## src/hdl/pfe_pkg.sv

```systemverilog
// Shared types and constants of the page frame buffer engine.
package pfe_pkg;

  localparam int CMD_W     = 2;
  localparam int X_W       = 8;
  localparam int Y_W       = 7;
  localparam int PAGE_W    = 3;
  localparam int KIND_W    = 2;
  localparam int PAYLOAD_W = 64;
  localparam int IN_DATA_W = 24;

  localparam logic [7:0] PAGE_ADDR_BASE = 8'hB0;
  localparam logic [7:0] COL_LOW_CMD    = 8'h00;
  localparam logic [7:0] COL_HIGH_CMD   = 8'h10;
  localparam logic [7:0] ALL_ON         = 8'hFF;

  typedef enum logic [1:0] {
    CMD_DRAW    = 2'd0,
    CMD_READ    = 2'd1,
    CMD_FILL    = 2'd2,
    CMD_REFRESH = 2'd3
  } cmd_t;

  typedef enum logic [1:0] {
    KIND_PIXEL = 2'd0,
    KIND_CTRL  = 2'd1,
    KIND_DATA  = 2'd2
  } kind_t;

  typedef enum logic [3:0] {
    ST_CLEAR,
    ST_IDLE,
    ST_DRAW_WR,
    ST_READ_OUT,
    ST_FILL,
    ST_CTRL_OUT,
    ST_GATHER,
    ST_GATHER_END,
    ST_DATA_OUT
  } state_t;

  typedef enum logic [1:0] {
    ADDR_PIXEL_IN,
    ADDR_PIXEL,
    ADDR_SWEEP,
    ADDR_COL
  } addr_sel_t;

  // controller -> datapath
  typedef struct packed {
    logic      latch;
    logic      mem_re;
    logic      mem_we;
    addr_sel_t addr_sel;
    logic      wr_ones;
    logic      sweep_inc;
    logic      col_inc;
    logic      word_inc;
    logic      out_load;
    kind_t     out_sel;
  } ctl_t;

  // datapath -> controller
  typedef struct packed {
    logic sweep_last;
    logic on_screen;
    logic page_ok;
    logic byte_last;
    logic word_last;
    logic out_free;
  } sts_t;

endpackage

```

## src/hdl/pfe_ctrl.sv

```systemverilog
// Command sequencer of the page frame buffer engine.
module pfe_ctrl (
  input  logic                           clk,
  input  logic                           rst_n,
  input  logic                           in_tvalid,
  input  logic [pfe_pkg::CMD_W-1:0]      in_cmd,
  output logic                           in_tready,
  input  pfe_pkg::sts_t                  sts,
  output pfe_pkg::ctl_t                  ctl
);

  pfe_pkg::state_t state_r, state_nxt;

  always_ff @(posedge clk) begin
    if (!rst_n) begin
      state_r <= pfe_pkg::ST_CLEAR;
    end else begin
      state_r <= state_nxt;
    end
  end

  always_comb begin
    state_nxt = state_r;
    case (state_r)
      pfe_pkg::ST_CLEAR: begin
        if (sts.sweep_last) state_nxt = pfe_pkg::ST_IDLE;
      end
      pfe_pkg::ST_IDLE: begin
        if (in_tvalid) begin
          case (pfe_pkg::cmd_t'(in_cmd))
            pfe_pkg::CMD_DRAW:    state_nxt = pfe_pkg::ST_DRAW_WR;
            pfe_pkg::CMD_READ:    state_nxt = pfe_pkg::ST_READ_OUT;
            pfe_pkg::CMD_FILL:    state_nxt = pfe_pkg::ST_FILL;
            pfe_pkg::CMD_REFRESH: state_nxt = pfe_pkg::ST_CTRL_OUT;
            default:              state_nxt = pfe_pkg::ST_IDLE;
          endcase
        end
      end
      pfe_pkg::ST_DRAW_WR: state_nxt = pfe_pkg::ST_IDLE;
      pfe_pkg::ST_READ_OUT: begin
        if (sts.out_free) state_nxt = pfe_pkg::ST_IDLE;
      end
      pfe_pkg::ST_FILL: begin
        if (sts.sweep_last) state_nxt = pfe_pkg::ST_IDLE;
      end
      pfe_pkg::ST_CTRL_OUT: begin
        if (!sts.page_ok) state_nxt = pfe_pkg::ST_IDLE;
        else if (sts.out_free) state_nxt = pfe_pkg::ST_GATHER;
      end
      pfe_pkg::ST_GATHER: begin
        if (sts.byte_last) state_nxt = pfe_pkg::ST_GATHER_END;
      end
      pfe_pkg::ST_GATHER_END: state_nxt = pfe_pkg::ST_DATA_OUT;
      pfe_pkg::ST_DATA_OUT: begin
        if (sts.out_free) begin
          state_nxt = sts.word_last ? pfe_pkg::ST_IDLE : pfe_pkg::ST_GATHER;
        end
      end
      default: state_nxt = pfe_pkg::ST_IDLE;
    endcase
  end

  always_comb begin
    in_tready     = 1'b0;
    ctl           = '0;
    ctl.addr_sel  = pfe_pkg::ADDR_PIXEL_IN;
    ctl.out_sel   = pfe_pkg::KIND_PIXEL;
    case (state_r)
      pfe_pkg::ST_CLEAR, pfe_pkg::ST_FILL: begin
        ctl.mem_we    = 1'b1;
        ctl.wr_ones   = 1'b1;
        ctl.addr_sel  = pfe_pkg::ADDR_SWEEP;
        ctl.sweep_inc = 1'b1;
      end
      pfe_pkg::ST_IDLE: begin
        // pixel read goes out in the accept cycle
        in_tready  = 1'b1;
        ctl.latch  = in_tvalid;
        ctl.mem_re = in_tvalid;
      end
      pfe_pkg::ST_DRAW_WR: begin
        ctl.mem_we   = sts.on_screen;
        ctl.addr_sel = pfe_pkg::ADDR_PIXEL;
      end
      pfe_pkg::ST_READ_OUT: begin
        ctl.out_load = sts.out_free;
        ctl.out_sel  = pfe_pkg::KIND_PIXEL;
      end
      pfe_pkg::ST_CTRL_OUT: begin
        ctl.out_load = sts.page_ok && sts.out_free;
        ctl.out_sel  = pfe_pkg::KIND_CTRL;
      end
      pfe_pkg::ST_GATHER: begin
        ctl.mem_re   = 1'b1;
        ctl.addr_sel = pfe_pkg::ADDR_COL;
        ctl.col_inc  = 1'b1;
      end
      pfe_pkg::ST_GATHER_END: begin
        ctl.addr_sel = pfe_pkg::ADDR_COL;
      end
      pfe_pkg::ST_DATA_OUT: begin
        ctl.out_load = sts.out_free;
        ctl.word_inc = sts.out_free;
        ctl.out_sel  = pfe_pkg::KIND_DATA;
      end
      default: begin
        ctl = '0;
      end
    endcase
  end

endmodule

```

## config.mk

```make
export PLATFORM = sky130hd
export DESIGN_NAME = pfe_ctrl
export DESIGN_NICKNAME = d
export VERILOG_FILES = /design/src/hdl/pfe_pkg.sv /design/src/hdl/pfe_ctrl.sv
export SDC_FILE = /design/constraint.sdc
export NUM_CORES = 1
export LEC_CHECK = 0
export BUFFER_PORTS_ARGS = -buffer_cell sky130_fd_sc_hd__buf_2
export CORE_AREA = 2 2 39 41
export DETAILED_ROUTE_END_ITERATION = 16
export DIE_AREA = 0 0 41 43
export HOLD_SLACK_MARGIN = 0.06
export PLACE_DENSITY = 0.67
export SLEW_MARGIN = 10
export SYNTH_ARGS = -nofsm -noshare
export SYNTH_HDL_FRONTEND = slang
export SYNTH_SLANG_ARGS = --single-unit
```

## constraint.sdc

```tcl
create_clock -name clk -period 2.4 [get_ports clk]
set_input_delay 0.12 -clock clk [delete_from_list [all_inputs] [get_ports clk]]
set_output_delay 0.12 -clock clk [all_outputs]
set_load 0.01 [all_outputs]
```

==> run summary, run 1 <==
CP Capture Type = output pin
largest net degree at the start of global routing = 19
run status = complete, no violations
Fmax = 0.5210 GHz
GRT overflow = 0
Placeable Area = 1384 um^2
Max VDD drop = 322.0 uV
Layout Nets = 97
number of synthesis warnings = 0
headroom to the max-slew limit = 66.62%
CTS Hold Bufs = 0
M3 GR Usage = 6.283%
post-CTS setup repair buffer count = 0
minimum clock period = 1.919 ns
Static Leak = 0.0002858 uW
met1 GRT Util = 19.42%
EDFF count, synth = 0
CTS resizes = 0
Final GP Congestion = 0.8854
WL per Instance = 12.48 um
Top FF cell, synth = dfxtp_1
final slew viol count = 0
I/O Pins = 24
sequential-to-total area share from yosys stat = 16.33%
GRT Overall Usage = 16.10%
layout cells sized above 1 = 39.29%
largest registers = state_r x4
DR vias = 567
synthesized area = 490.5 um^2
Final period util = 79.97%
drt pass-1 iters = 4
Final Cell Area = 625.6 um^2
final setup violation count = 0
max reg flops = 4
Die Wd = 41 um
Clock Skew = 0.005089 ns
TritonCTS Buffers = 3
worst min path class = in2reg
gr busiest metal = met2
Synth area leaders = dfxtp_1 16%, a21oi_1 5.1%, nand2b_1 5.1%
Largest Register = state_r
maxcap violations = 0
area share of the largest cell type after synthesis = 16.33%
Syn Area/Cell = 7.785 um^2
Root Buffer = clkbuf_4
DP HPWL = 901.5 um
Reg clk slew, reported paths = 0.04 ns
dpl cell area = 603.1 um^2
vias in the first global route = 501
TritonCTS clock tree = done
area grow syn2layout = 27.55%
1st-iter DRT viols = 8
RSZ-0062 raised after global routing = false
worst endpoint required time = 2.28 ns
Setup TNS = 0 ns
Die Y = 43 um
# clock sinks = 4
critical path type = reg2out
Mapped Nets = 74
met2 usage = 26.25%
Fin. Hold Viols = 0
crit path max fanout = 15
power density cells = 472.7 nW/um^2
number of diodes = 0
global-route wire length before repair = 2.007 mm
Final ANT Viol Nets = 0
Setup crit start kind = flip-flop
Die ar. = 1763 um^2
clock insertion delay at the later pin of the skew report = 0.24 ns
DR vias/cell = 5.670
Longest Clk Path Bufs = 2
Netlist cell types = 33
initial antenna violation count = 0
Synth area leader = dfxtp_1
Async S/R FF share, synth = 0%
worst-margin pin slew = 0.5000 ns
DRC errors left = 0
Arr. time, crit path = 1.80 ns
H-Tree Depth = 1
row count = 14
Starting Density = 35.44%
Post-Syn Instances = 63
number of port buffers = 23
#FFs+latches synth = 4
total wire length = 1.248 mm
Layout fillers = 142
## final timing paths
| kind | startpoint | end | slack [ns] | cells past startpoint |
|---|---|---|---|---|
| worst max-delay path | state_r[3]$_SDFFE_PN0P_ | ctl[2] | 0.48 | 5 |
| worst min-delay path | rst_n | state_r[3]$_SDFFE_PN0P_ | 0.19 | 2 |
| worst max register to register | state_r[3]$_SDFFE_PN0P_ | state_r[0]$_SDFFE_PN0P_ | 0.56 | 5 |
| worst min register to register | state_r[2]$_SDFFE_PN0P_ | state_r[2]$_SDFFE_PN0P_ | 0.66 | 2 |
## critical path, cell delays in order, from the launching register on
cell	delay [ns]
dfxtp_1	0.61
or4b_4	0.57
clkinv_4	0.08
a221oi_2	0.05
nor2_1	0.11
buf_2	0.13
## where the power goes
part           switching [uW]  internal [uW]  total (uW)  leakage, uW
registers                18.4           71.6        89.9    0.0000326
clock network            28.4           56.0        84.4    0.0000138
logic                    59.3           62.1         121     0.000239
total                     106            190         296     0.000286
## layer usage
| metal | vias to the layer above | share of wire, % |
|---|---|---|
| li1 | 278 | - |
| met1 | 264 | 46 |
| met2 | 25 | 47 |
| met3 | 0 | 7.3 |
| met4 | 0 | 0 |
| met5 | - | 0 |
## logic make-up (layout without fill, tap and decap cells)
logic type	count (synthesis)	after routing	synth area share (%)
and+or+nand+nor	32	32	43.87
AOI/OAI and AO/OA	17	17	27.81
buffers and inverters	8	29	7.909
DFF	4	4	16.33
muxes	2	2	4.082
## synthesized netlist by cell type, types with 3 or more instances
cell type and instances:
nor2_1 4, clkbuf_1 4, a21oi_1 5, nand2_1 3, dfxtp_1 4, nor3b_1 3, nand2b_1 4
## layout by cell type (no fill, tap or decap)
cell type / synthesis / routed
a211oi_1: 1 / 1
nor3b_1: 3 / 3
nor4bb_1: 2 / 2
nor3_1: 2 / 2
or4b_4: 1 / 1
and2_1: 2 / 2
or4_1: 1 / 1
and2b_1: 2 / 2
dfxtp_1: 4 / 4
o21ai_0: 1 / 1
nor2_1: 4 / 4
nand2_1: 3 / 3
and3b_1: 1 / 1
nand3b_1: 2 / 2
buf_2: 0 / 23
nand2b_1: 4 / 4
o21ai_1: 1 / 1
o22ai_1: 1 / 1
o2bb2ai_1: 2 / 2
or2_2: 2 / 2
clkinv_4: 1 / 1
inv_1: 2 / 2
nor4b_2: 1 / 1
mux2i_1: 2 / 2
o221ai_1: 2 / 2
o211ai_4: 1 / 1
clkbuf_4: 0 / 3
nand3_1: 1 / 1
nor2b_1: 1 / 1
a221oi_2: 1 / 1
a21oi_1: 5 / 5
o21bai_1: 1 / 1
o311ai_0: 1 / 1
## metrics by stage
stage / hold slack [ns] / setup slack [ns] / cells / power, uW / util, %
after floorplan: 0.2417 / 0.7455 / 63 / 174.7 / -
after global placement: 0.4289 / 0.6330 / 97 / 211.7 / 43.58
after detailed placement: 0.4295 / 0.5812 / 97 / 213.0 / 43.58
after CTS: 0.1883 / 0.4937 / 100 / 300.4 / 45.21
after global routing: 0.2055 / 0.3673 / 100 / 324.6 / 45.21
final: 0.1896 / 0.4808 / 100 / 295.7 / 45.21
## layout make-up
type	count	area, um^2	share of cell area, %
Inverter	3	16.27	2.600
Timing Repair Buffer	23	115.1	18.40
Tap cell	16	20.02	3.200
Sequential cell	4	80.08	12.80
Multi-Input combinational cell	51	371.6	59.40
Clock buffer	3	22.52	3.600
Note: power is estimated with default switching activity, not from simulation.
==> run 2, diff against run 1 <==
clock period = 2 ns   (was 2.4 ns; I/O delays follow)
==> run 2 against run 1 <==
Non-clock buffer count rose by 3. Die area unchanged. Setup slack got worse by 0.29 ns. Sequential power up 9.1%. Utilization grew 1.6 points. Register-to-register slack worse by 0.33 ns. Critical path depth stayed put. Sequential share of layout area fell by 0.44 points. Combinational power increased by 37%. Worst hold slack lost 0.025 ns. Clock skew decreased by 0.0047 ns. Clock power rose by 13%. Largest cell class unchanged.
==> run summary, run 2 (synthesis results as in run 1) <==
run status = complete, no violations
GRT Overall Usage = 15.91% (-0.19 points)
Placeable Area = 1384 um^2 (unchanged)
RSZ-0062 raised after global routing = false
crit path max fanout = 12 (-3)
dpl cell area = 625.6 um^2 (+3.7%)
Fin. Hold Viols = 0 (unchanged)
final slew viol count = 0 (unchanged)
largest registers = state_r x4
DRC errors left = 0 (unchanged)
Die ar. = 1763 um^2 (unchanged)
Max VDD drop = 250.8 uV (-22%)
combinational fraction of design power = 46.2% (+5.2 points)
TritonCTS clock tree = done
CTS resizes = 0 (unchanged)
Switch Pwr = 126.6 uW (+19%)
highest-count cells in the layout ignoring fill and taps = 23 x buf_2, 5 x a21oi_1, 4 x nor2_1, 4 x nand2b_1, 4 x dfxtp_1
Die Y = 43 um (unchanged)
layout cells sized above 1 = 41.38% (+2.1 points)
Sequential Power Share = 27.2% (-3.2 points)
Final ANT Viol Nets = 0 (unchanged)
DR vias = 537 (-5.3%)
row count = 14 (unchanged)
power density cells = 555.5 nW/um^2 (+18%)
maxcap violations = 0 (unchanged)
cell-internal power = 233.5 uW (+23%)
Switching Fraction = 35.15% (-0.70 points)
area grow syn2layout = 32.14%
I/O Pins = 24 (unchanged)
most common cell after layout, fill and taps aside = buf_2
Placed Cells = 100 (+3.1%)
max reg flops = 4 (unchanged)
Arr. time, crit path = 1.71 ns (-0.09 ns)
worst-margin pin slew = 0.4996 ns (-0.0004357 ns)
headroom to the max-slew limit = 66.65% (about the same)
Layout fillers = 133 (-6.3%)
Final Cell Area = 648.1 um^2 (+3.6%)
Largest Register = state_r
number of port buffers = 23 (unchanged)
Setup crit start kind = flip-flop
worst-path cell chain = buf_4, nor4b_2, and2_1, or2_2, buf_2
Final period util = 90.35%
# clock sinks = 4 (unchanged)
Place WS = 0.2288 ns (-0.3524 ns)
largest net degree at the start of global routing = 17 (-2)
CP Capture Type = output pin
minimum clock period = 1.807 ns
DR vias/cell = 5.214 (-8.0%)
total wire length = 1.270 mm (+1.8%)
number of diodes = 0 (unchanged)
Crit path max-delay family = simple AND/OR/NAND/NOR gates
global-route wire length before repair = 1.987 mm (-1.0%)
Die Wd = 41 um (unchanged)
Static Leak = 0.0003017 uW (+5.6%)
Root Buffer = clkbuf_4
clock insertion delay at the later pin of the skew report = 0.23 ns (about the same)
Reg clk slew, reported paths = 0.04 ns (about the same)
CP peak stage delay = 0.44 ns (-0.17 ns)
critical path type = reg2out
worst endpoint required time = 1.90 ns (-0.38 ns)
WL per Instance = 12.33 um (-1.2%)
min setup slack post-route = 0.1931 ns (-0.2877 ns)
final setup violation count = 0 (unchanged)
1st-iter DRT viols = 5 (-3)
Worst path slowest cell = dfxtp_1
Final GP Congestion = 0.8523 (-3.7%)
vias in the first global route = 506 (+1.0%)
Longest Clk Path Bufs = 2 (unchanged)
Fmax = 0.5534 GHz
H-Tree Depth = 1 (unchanged)
Setup TNS = 0 ns (unchanged)
drt pass-1 iters = 2 (-2)
Buf/Inv on CP = 2 (unchanged)
Tot Pwr = 360.0 uW (+22%)
CTS Hold Bufs = 0 (unchanged)
fin cells = 103 (+3.0%)
DP HPWL = 988.8 um (+9.7%)
GRT overflow = 0 (unchanged)
Layout Nets = 100 (+3.1%)
worst min path class = in2reg
Clock Skew = 0.0003509 ns (-0.004738 ns)
clock network power share = 26.5% (-2.0 points)
Starting Density = 35.44% (unchanged)
TritonCTS Buffers = 3 (unchanged)
post-CTS setup repair buffer count = 0 (unchanged)
initial antenna violation count = 0 (unchanged)
==> run 2: changes by cell type in the layout (fill, tap and decap cells not counted) <==
cell / delta
buf_4: +3
==> run 2: area by class of cell <==
type	instances	area, um^2	area share (%)
clock buffer	3	22.52	3.475
timing repair buffer	26	137.6	21.24
sequential	4	80.08	12.36
multi-input combinational	51	371.6	57.34
tap	16	20.02	3.089
inverter	3	16.27	2.510
==> run 2: power by group through the flow <==
stage | clock network [uW] | logic, uW | registers (uW)
after floorplan | 0 | 115 | 94.2
after global placement | 0 | 163 | 98.4
after detailed placement | 0 | 167 | 99.6
after CTS | 102 | 168 | 98.1
after global routing | 107 | 185 | 99.4
final | 95.6 | 166 | 98.1
==> run 2: per-stage QoR <==
step                utilization [%]  hold slack, ns
global placement              45.21          0.4051
global route                  46.84          0.1868
finish                        46.84          0.1648
detailed placement            45.21          0.3958
CTS                           46.84          0.1577
floorplan                         -          0.2217
==> run 2: layer usage <==
layer | up-vias | share of wire, % | track usage (%)
met5 | - | 0 | 0
met4 | 0 | 0.63 | 5.333
met3 | 2 | 6.1 | 3.665
met2 | 19 | 47 | 26.56
met1 | 231 | 46 | 18.83
li1 | 285 | - | -
==> run 2: path summary, 6_finish.rpt <==
| path | start | end | slack, ns | cells after the start |
|---|---|---|---|---|
| hold / removal | rst_n | state_r[3]$_SDFFE_PN0P_ | 0.16 | 2 |
| setup / recovery | state_r[0]$_SDFFE_PN0P_ | ctl[10] | 0.19 | 5 |
| hold reg to reg | state_r[0]$_SDFFE_PN0P_ | state_r[0]$_SDFFE_PN0P_ | 0.56 | 2 |
| setup reg to reg | state_r[1]$_SDFFE_PN0P_ | state_r[0]$_SDFFE_PN0P_ | 0.23 | 5 |
==> run 3, diff against run 2 <==
PLACE_DENSITY = 0.74   (was 0.67)
==> run 3 against run 2 <==
Design area unchanged. Critical endpoint is now ctl[2]. Final cell count unchanged. First-iteration DRC count increased by 100%. Flip-flop and latch count unchanged. Via count increased by 6.0%. Maximum frequency increased by 0.35%.
==> run summary, run 3 (synthesis results as in run 1) <==
minimum clock period = 1.801 ns (-0.006385 ns)
Longest Clk Path Bufs = 2 (unchanged)
area grow syn2layout = 32.14% (unchanged)
Starting Density = 35.44% (unchanged)
cell-internal power = 233.7 uW (+0.10%)
number of port buffers = 23 (unchanged)
Setup crit start kind = flip-flop
GRT Overall Usage = 16.18% (+0.27 points)
CP peak stage delay = 0.63 ns (+0.19 ns)
fin cells = 103 (unchanged)
worst endpoint required time = 1.90 ns (about the same)
Switch Pwr = 130.0 uW (+2.7%)
Placed Cells = 100 (unchanged)
Reg clk slew, reported paths = 0.04 ns (about the same)
Die Wd = 41 um (unchanged)
clock network power share = 27.8% (+1.3 points)
I/O Pins = 24 (unchanged)
largest net degree at the start of global routing = 17 (unchanged)
DR vias/cell = 5.524 (+6.0%)
# clock sinks = 4 (unchanged)
global-route wire length before repair = 1.973 mm (-0.70%)
initial antenna violation count = 0 (unchanged)
maxcap violations = 0 (unchanged)
layout cells sized above 1 = 41.38% (unchanged)
vias in the first global route = 478 (-5.5%)
worst-margin pin slew = 0.4872 ns (-0.01241 ns)
GRT overflow = 0 (unchanged)
Final period util = 90.03% (-0.32 points)
CTS resizes = 0 (unchanged)
Largest Register = state_r
headroom to the max-slew limit = 67.48% (+0.83 points)
TritonCTS clock tree = done
Fmax = 0.5554 GHz (+0.35%)
TritonCTS Buffers = 3 (unchanged)
Clock Skew = 0.005127 ns (+0.004776 ns)
Sequential Power Share = 27.3% (about the same)
worst-path cell chain = or4b_4, clkinv_4, a221oi_2, nor2_1, buf_2
highest-count cells in the layout ignoring fill and taps = 23 x buf_2, 5 x a21oi_1, 4 x nor2_1, 4 x nand2b_1, 4 x dfxtp_1
DRC errors left = 0 (unchanged)
largest registers = state_r x4
run status = complete, no violations
CP Capture Type = output pin
most common cell after layout, fill and taps aside = buf_2
Fin. Hold Viols = 0 (unchanged)
clock insertion delay at the later pin of the skew report = 0.24 ns (about the same)
Crit path max-delay family = simple AND/OR/NAND/NOR gates
drt pass-1 iters = 4 (+2)
Root Buffer = clkbuf_4
DP HPWL = 1.004 mm (+1.5%)
Final ANT Viol Nets = 0 (unchanged)
Arr. time, crit path = 1.70 ns (about the same)
combinational fraction of design power = 44.9% (-1.3 points)
1st-iter DRT viols = 10 (+5)
max reg flops = 4 (unchanged)
Final GP Congestion = 0.8947 (+5.0%)
RSZ-0062 raised after global routing = false
Die ar. = 1763 um^2 (unchanged)
total wire length = 1.323 mm (+4.2%)
final slew viol count = 0 (unchanged)
Hold WS = 0.1663 ns (+0.001488 ns)
power density cells = 561.2 nW/um^2 (+1.0%)
Static Leak = 0.0003017 uW (unchanged)
final setup violation count = 0 (unchanged)
H-Tree Depth = 1 (unchanged)
CTS Hold Bufs = 0 (unchanged)
Reg2Reg Setup Slack = 0.24 ns (about the same)
Switching Fraction = 35.74% (+0.59 points)
WL per Instance = 12.84 um (+4.2%)
Worst path slowest cell = or4b_4
Die Y = 43 um (unchanged)
Setup TNS = 0 ns (unchanged)
Max VDD drop = 373.7 uV (+49%)
row count = 14 (unchanged)
crit path max fanout = 16 (+4)
worst min path class = in2reg
post-CTS setup repair buffer count = 0 (unchanged)
Buf/Inv on CP = 2 (unchanged)
number of diodes = 0 (unchanged)
DR vias = 569 (+6.0%)
Placeable Area = 1384 um^2 (unchanged)
critical path type = reg2out
Layout Nets = 100 (unchanged)
[run 3: power by group through the flow]
| stage | registers, uW | clock network, uW | logic (uW) |
|---|---|---|---|
| 6_report | 99.1 | 101 | 163 |
| 5_1_grt | 100 | 111 | 181 |
| 4_1_cts | 98.7 | 105 | 164 |
| 3_5_place_dp | 100 | 0 | 163 |
| 3_3_place_gp | 99.7 | 0 | 160 |
| 2_1_floorplan | 94.2 | 0 | 115 |
[run 3: area by class of cell]
type                            count  area [um^2]
Timing Repair Buffer               26        137.6
Clock buffer                        3        22.52
Fill cell                         140        735.7
Sequential cell                     4        80.08
Tap cell                           16        20.02
Multi-Input combinational cell     51        371.6
Inverter                            3        16.27
[run 3: metrics by stage]
| stage | setup slack [ns] | cell area (um^2) | power [uW] | utilization (%) |
|---|---|---|---|---|
| global route | 0.05154 | 648.1 | 391.8 | 46.84 |
| floorplan | 0.3455 | 490.5 | 209.6 | - |
| global placement | 0.3378 | 625.6 | 260.2 | 45.21 |
| detailed placement | 0.2805 | 625.6 | 263.1 | 45.21 |
| CTS | 0.1795 | 648.1 | 367.2 | 46.84 |
| finish | 0.1994 | 648.1 | 363.7 | 46.84 |
[run 3: per-layer routing]
layer | vias to the layer above | share of wire [%] | track usage, %
li1 | 285 | - | -
met1 | 251 | 47 | 21.94
met2 | 31 | 42 | 24.38
met3 | 2 | 11 | 6.283
met4 | 0 | 0.30 | 2.000
met5 | - | 0 | 0
[run 3: final timing paths]
kind,depth (start not counted),endpoint,from
min reg2reg,2,state_r[0]$_SDFFE_PN0P_,state_r[0]$_SDFFE_PN0P_
max reg2reg,5,state_r[0]$_SDFFE_PN0P_,state_r[1]$_SDFFE_PN0P_
max,5,ctl[2],state_r[1]$_SDFFE_PN0P_
min,2,state_r[3]$_SDFFE_PN0P_,rst_n
